## src/rtl/fpu_ram.sv

```systemverilog
// generic single-clock ram, one write port and one registered read port
module fpu_ram #(
    parameter int WIDTH = 8,
    parameter int DEPTH = 16
) (
    input  logic                                  clk,
    input  logic                                  we,
    input  logic [((DEPTH > 1) ? $clog2(DEPTH) : 1)-1:0] waddr,
    input  logic [WIDTH-1:0]                      wdata,
    input  logic                                  re,
    input  logic [((DEPTH > 1) ? $clog2(DEPTH) : 1)-1:0] raddr,
    output logic [WIDTH-1:0]                      rdata
);

    logic [WIDTH-1:0] mem_reg [DEPTH];
    logic [WIDTH-1:0] rdata_reg;

    // write port
    always_ff @(posedge clk)
    begin
        if (we)
        begin
            mem_reg[waddr] <= wdata;
        end
    end

    // read port, output holds while re is low
    always_ff @(posedge clk)
    begin
        if (re)
        begin
            rdata_reg <= mem_reg[raddr];
        end
    end

    assign rdata = rdata_reg;

endmodule

```

## config.mk

```make
export PLATFORM = sky130hd
export DESIGN_NAME = fpu_ram
export DESIGN_NICKNAME = d
export VERILOG_FILES = /design/src/rtl/fpu_ram.sv
export SDC_FILE = /design/constraint.sdc
export NUM_CORES = 1
export LEC_CHECK = 0
export BUFFER_PORTS_ARGS = -buffer_cell sky130_fd_sc_hd__buf_4
export CORE_ASPECT_RATIO = 0.8
export CORE_MARGIN = 2
export CORE_UTILIZATION = 25
export DETAILED_ROUTE_END_ITERATION = 6
export GPL_TIMING_DRIVEN = 1
export PLACE_DENSITY = 0.41
export SYNTH_ARGS = -nofsm -noshare
export SYNTH_HDL_FRONTEND = slang
export SYNTH_SLANG_ARGS = --single-unit
```

## constraint.sdc

```tcl
create_clock -name clk -period 3.1 [get_ports clk]
set_clock_uncertainty 0.15 [all_clocks]
set_input_delay 0.465 -clock clk [delete_from_list [all_inputs] [get_ports clk]]
set_output_delay 0.465 -clock clk [all_outputs]
set_load 0.01 [all_outputs]
```

# Yosys cells after proc, flatten, opt, wreduce, memory -nomap -nowiden
# Memory sizes are Yosys's and may differ from the RTL's. A register that Yosys moved wholly into a read port is not among the register bits.
# Index checks and enable logic that the tools add are counted.
[word_totals]
ram_bits = 128
word_cells = 3
output_inout_bits = 8
memories = 1
in_bits = 19
regBits = 0
[memory_table]
columns = ["name", "depth", "width", "rd", "rd_ports_with_merged_regs", "write_ports", "line", "rtl"]
rows = [
  ["mem_reg", 16, 8, 1, 1, 1, "15", "logic [WIDTH-1:0] mem_reg [DEPTH];"],
]
[op_classes]
n_mux = 2
[ops]
columns = ["op", "count"]
rows = [
  ["1-bit 2-to-1 mux", 2],
]

# Logic depth before layout (Yosys ltp)
# Gate-level depths: netlist of the first run.
[depth]
ltp_word = 2
depth_mapped = 5
ltp_nobuf = 3

# Worst setup path before layout of the first run
# No wires, ideal clock.
[synth_path]
kind = "in2reg"
start = "in waddr[2] in the netlist's numbering"
end = "mem mem_reg[0][0] (enable)"
n_path_buf = 0
arrival_time_ps = 1575
slack_ps = 992
required_time_ps = 2567
cell_stages = 2
path_cell_list = "or3b_2 -> nor3_1"
[synth_rtl]
columns = ["item", "line", "rtl"]
rows = [
  ["start: declaration", "8", "input logic [((DEPTH > 1) ? $clog2(DEPTH) : 1)-1:0] waddr,"],
  ["end: declaration", "15", ""],
]
# Straight into the memory's write port.

==> results.md, run 1 <==
- Share of flip-flops with an asynchronous set or reset: 0
- Largest net degree at the start of global routing: 33
- Initial DRC count: 196
- Count of buffers from port buffering: 26
- Pwr/cell area: about 650 nW/um^2
- #FFs+latches synth: 136
- H-tree depth: 4
- Kind of critical path: primary input to flop
- Clock group share of total power: 0.447
- Clk buf depth: 2
- Worst EP required: about 3100 ps
- Top_reg_cell synth: edfxtp_1
- Worst skew pair latency: 410 ps
- Slew Limit Fails: 0
- Rel. slew slack: 0.5133
- Die area: approximately 22000 um^2
- Setup violators final: 0
- Fill count: between 2000 and 2500
- Seq/Total Area, Yosys: 0.7812
- Slowest stage delay, CP: 570 ps
- Tcrit/Tclk final: 0.6102
- Outcome: finished clean
- Gr usage total: 0.1106
- Die Height: 133.3 um
- Final net count: roughly 300
- Cell chain of the critical path: buf_4 > buf_4 > mux4_1 > a22oi_1 > nand2_1
- Vias in the first global route: 2695
- Initial antenna violation count: 1
- Fin. Hold Viols: 0
- # DRC: 0
- GR Overflow Total: 0
- Total negative setup slack: 0 ps
- Synth Warn #: 0
- Worst Path Max Fanout: 14
- Most frequent cells in the layout: 136 x edfxtp_1, 46 x buf_4, 18 x mux4_2, 17 x clkbuf_16, 16 x a22oi_1
- Chip width: between 150 and 200 um
- CP endpoint kind: flop
- Max-Cap Viols: 0
- Largest register FFs: 128
- Mapped Nets: 248
- Pre-CTS setup slack: ~730 ps
- Share of layout cells above drive strength 1: 0.3030
- Mapped Area: 5228 um^2
- TritonRoute pass-1 iters: 4
- RSZ-0062 raised after global routing: no
- Row cnt: 47
- Pleak: approximately 0.0021 uW
- Drt total wl: 11450 um
- Area delta synth->final: 21.88%
- Highest Clock Rate: about 530 MHz
- Setup ws final: 1208 ps
- Routability Congestion: 0.6537
- Slew @ Worst Pin: 727.3 ps
- Netlist cell types: 18
- Hold Crit Class: primary input to flop
- Worst IR Drop VDD: 0.0003676 V
- Root Buffer: clkbuf_16
- DR vias/cell: 4.330
- Clock slew at reported path FFs: approximately 60 ps
- CP arrival: between 1500 and 2000 ps
- DP HPWL: approximately 7600 um
- CP Launch Type: primary input
- Net Sw Power: 814.5 uW
- TritonCTS buffer count: 17
- Synthesized area per cell: 22.83 um^2
- EDFF count, synth: roughly 140
- Critical path's slowest cell: mux4_1
- Wire length on met1: 5323 um
- Final Critical Period: between 1500 and 2000 ps
- Hold WS: a little over 200 ps
- CTS tree: done
- Sink Count: roughly 140
- Synth Instances: approximately 230
- Antenna Nets Post-Route: 0
- Sw frac: 0.1967
- Setup bufs post-CTS: 0
- Routed wl met3: around 500 um
- Post-CTS Resized: 0
- First-pass GRT wire length: 17220 um
- DR top layer: met4
- Finished Core Util: 0.3095
- Initial core utilization: 0.2540
- Detailed-route wire length per cell: 20.19 um
- Internal power: around 3300 uW
- Most common cell after layout, fill and taps aside: edfxtp_1
- DR WL met2: between 5000 and 6000 um
- Cts hold-fix bufs: 0
- Logic pwr share: 0.049
- Crit path top cell by count: buf_4
- Via count: 2455
- I/O pin count: 27
- Reg power frac: 0.504
- Core box area: ~20000 um^2
[cell families after synthesis]
family,after synthesis,synth area share
mux,32,0.1479
flops,136,0.7812
compound gates,16,0.02298
simple gates,35,0.03136
buf+inv,10,0.01651
[metrics by stage]
step | area [um^2] | total power [uW] | cells
after global routing | 6369 | 4294 | 566
after detailed placement | 5823 | 2333 | 534
final | 6371 | 4141 | 567
after CTS | 6369 | 4201 | 566
after global placement | 5823 | 2331 | 534
after floorplan | 5228 | 2227 | 229
[cell usage after synthesis, types with 2 or more instances]
library cell | count | area share
nor2_1 | 13 | 0.0093
clkdlybuf4s25_2 | 3 | 0.0057
nor3_1 | 4 | 0.0038
buf_2 | 3 | 0.0029
buf_6 | 3 | 0.0065
edfxtp_1 | 136 | 0.78
mux4_2 | 18 | 0.078
a22oi_1 | 16 | 0.023
nand2b_1 | 2 | 0.0024
nand3b_1 | 2 | 0.0029
mux4_1 | 14 | 0.070
nand2_1 | 9 | 0.0065
[metal layers]
metal  vias up  track usage
met5         -            0
met3        12      0.03446
met4         0      0.05169
met1      1300       0.1439
met2        47       0.1701
li1       1096            -
[path summary, 6_finish.rpt]
path	to	slack, ps	cells after the start	from
worst max-delay path	rdata[4]$_DFFE_PP_	1210	5	raddr[0]
worst min-delay path	mem_reg[13][5]$_DFFE_PP_	200	1	wdata[5]
worst max register to register	rdata[0]$_DFFE_PP_	1490	3	mem_reg[3][0]$_DFFE_PP_
worst min register to register	rdata[3]$_DFFE_PP_	600	3	mem_reg[12][3]$_DFFE_PP_
[power groups by stage]
stage,clock network (uW),logic [uW],registers [uW]
5_1_grt,1980,224,2090
3_5_place_dp,0,209,2120
2_1_floorplan,0,105,2120
6_report,1850,202,2090
3_3_place_gp,0,207,2120
4_1_cts,1910,209,2090
[cell type report]
class | instances | area [um^2] | area share
diodes | 1 | 2.502 | 0.0003928
clock buffers | 20 | 436.7 | 0.06854
clock inverters | 12 | 108.9 | 0.01709
multi-input cells | 83 | 1057 | 0.1659
flip-flops and latches | 136 | 4084 | 0.6410
well taps | 269 | 336.6 | 0.05283
repair buffers | 46 | 345.3 | 0.05420
[worst max-delay path, delay by kind of cell]
kind,cells,cell delay (ps)
multiplexers,1,570
buffers and inverters,2,560
AO/OA/AOI/OAI,1,210
AND/OR/NAND/NOR,1,80
Note: power is estimated with default switching activity, not from simulation.
==> run 2, diff against run 1 <==
Settings changed: ABC_AREA from default to 1, PLACE_DENSITY 0.41 to 0.43.
Clock period 3.1 ns to 1.5 ns, I/O delays scaled along.
==> run 2 against run 1 <==
Sequential cell count did not move. Non-clock buffer count increased by 7. Global-route usage up 2.4 points. Routed wire length rose by 38%. Register-to-register slack worse by 1400 ps. Synthesized cell count grew 140%. Critical path depth decreased by 4. Critical path type is now flop to output pin.
==> results.md, run 2 <==
- Outcome: finished clean
- Kind of critical path: flop to output pin
- Critical path's slowest cell: edfxtp_1
- Synth Area in Adders: 0
- Total negative setup slack: 0 ps
- Highest Clock Rate: 729.4 MHz
- DR vias/cell: around 4.2
- Antenna Nets Post-Route: 0
- Mapped Area: around 5800 um^2
- I/O pin count: 27
- Cell chain of the critical path: buf_4
- Row cnt: 50
- Post-synth top area share: 0.6985
- EDFF count, synth: roughly 140
- Gr usage total: 0.1351
- Most common cell after layout, fill and taps aside: nand2_1
- GR Overflow Total: 0
- Area delta synth->final: 24.33%
- Buf/Inv on CP: 1
- Die area: 24630 um^2
- Post-synthesis mux area share: 0
- Most frequent cells after synthesis: 173 x nand2_1, 136 x edfxtp_1, 100 x inv_1
- Largest net degree at the start of global routing: 38
- Pleak: between 0.003 and 0.004 uW
- XOR/XNOR Fraction of Synth Area: 0
- Drt total wl: approximately 16000 um
- Initial core utilization: 0.2519
- Seq/Total Area, Yosys: 0.6985
- Root Buffer: clkbuf_16
- Slew Limit Fails: 0
- First-pass GRT wire length: approximately 24000 um
- Synth top area cells: edfxtp_1 70%, nand2_1 11%, nand3_1 8.3%
- Share of layout cells above drive strength 1: 0.1356
- # DRC: 0
- Simple-Gate Fraction of Synth Area: 0.2076
- Worst Path Max Fanout: 1
- Fin. Hold Viols: 0
- Chip width: 175.0 um
- Worst skew pair latency: around 420 ps
- Cts hold-fix bufs: 1
- Synth Warn #: 0
- Main combinational cell family by area after synthesis: simple AND/OR/NAND/NOR gates
- Synth Instances: approximately 550
- Delay-heaviest family, CP: flip-flops
- CP Launch Type: flop
- Largest area contributor in the synthesized netlist: edfxtp_1
- Clock slew at reported path FFs: ~60 ps
- DP HPWL: 10090 um
- Hold Crit Class: primary input to flop
- Vias in the first global route: 3772
- Synthesized area per cell: approximately 11 um^2
- Rel. slew slack: 0.8019
- Initial DRC count: 388
- CP arrival: 1000 ps
- Setup violators final: 0
- Worst IR Drop VDD: roughly 0.0006 V
- CTS tree: done
- Setup bufs post-CTS: 0
- TritonRoute pass-1 iters: 5
- Hold WS: 19.36 ps
- Initial antenna violation count: 1
- Top_reg_cell synth: edfxtp_1
- Max-Cap Viols: 0
- TritonCTS buffer count: 17
- Detailed-route wire length per cell: 17.04 um
- Largest register FFs: 128
- Pwr/cell area: 1369 nW/um^2
- Mapped Nets: 570
- H-tree depth: 4
- RSZ-0062 raised after global routing: no
- Count of buffers from port buffering: 26
- Slowest stage delay, CP: between 400 and 500 ps
- Post-CTS Resized: 0
- Sink Count: around 140
- Final Critical Period: roughly 1400 ps
- Finished Core Util: 0.3132
- Worst EP required: 1120 ps
- Netlist cell types: 11
- CP endpoint kind: output pin
- Synth Area in Compound Gates: 0
- Via count: approximately 3900
- Core box area: between 20000 and 25000 um^2
- #FFs+latches synth: 136
- Most common cell in the netlist: nand2_1
- Total power: around 9900 uW
- Routability Congestion: about 0.77
- Most frequent cells in the layout: 173 x nand2_1, 136 x edfxtp_1, 100 x inv_1, 97 x nand3_1, 45 x buf_4
- Clk buf depth: 2
- Die Height: 140.8 um
- Tcrit/Tclk final: 0.9140
- Share of flip-flops with an asynchronous set or reset: 0
- Slew @ Worst Pin: roughly 300 ps
- Final net count: 618
==> run 2: cell count changes in the layout (fill, tap and decap cells not counted), moves of 6 or more <==
cell       delta
nand3_1      +96
a22oi_1      -16
mux4_2       -18
mux4_1       -14
buf_12        +7
inv_1       +100
nand2_1     +164
bufinv_16     +6
==> run 2: layout make-up <==
type	count	area [um^2]
diodes	2	5.005
clock buffers	18	429.2
clock inverters	14	276.5
fillers	2352	15940
inverters	102	382.9
multi-input cells	289	1214
flip-flops and latches	136	4084
well taps	312	390.4
repair buffers	53	488.0
==> run 2: logic make-up (layout without fill, tap and decap cells) <==
logic type             Yosys count  count (layout)
flip-flops                     136             136
AND/OR/NAND/NOR                289             289
other                            0               2
buffers and inverters          126             187
==> run 2: metrics by stage <==
step | cells | instance area, um^2 | setup slack [ps]
finish | 926 | 7269 | 129.0
global route | 924 | 7264 | 40.57
CTS | 924 | 7264 | 98.47
detailed placement | 891 | 6549 | -137.0
global placement | 891 | 6549 | -132.5
floorplan | 551 | 5847 | 174.2
==> run 2: where the power goes <==
group          leakage (uW)  switching [uW]  internal (uW)
Sequential          0.00124            22.7           4280
Combinational       0.00149             418            204
Clock              0.000335            1580           3440
==> run 2: layer usage <==
layer	vias up	track usage	wire length (um)	part of all wire
met1	1853	0.2010	7772	0.49
met3	21	0.04180	1124	0.071
li1	1880	-	-	-
met4	0	0.04825	235	0.015
met2	131	0.1824	6651	0.42
met5	-	0	0	0
==> run 2: worst paths after layout <==
check | start | to | slack (ps) | depth (start not counted)
worst min register to register | mem_reg[14][4]$_DFFE_PP_ | rdata[4]$_DFFE_PP_ | 600 | 6
worst max register to register | mem_reg[0][5]$_DFFE_PP_ | rdata[5]$_DFFE_PP_ | 130 | 6
worst max-delay path | rdata[0]$_DFFE_PP_ | rdata[0] | 130 | 1
worst min-delay path | wdata[0] | mem_reg[0][0]$_DFFE_PP_ | 20 | 1
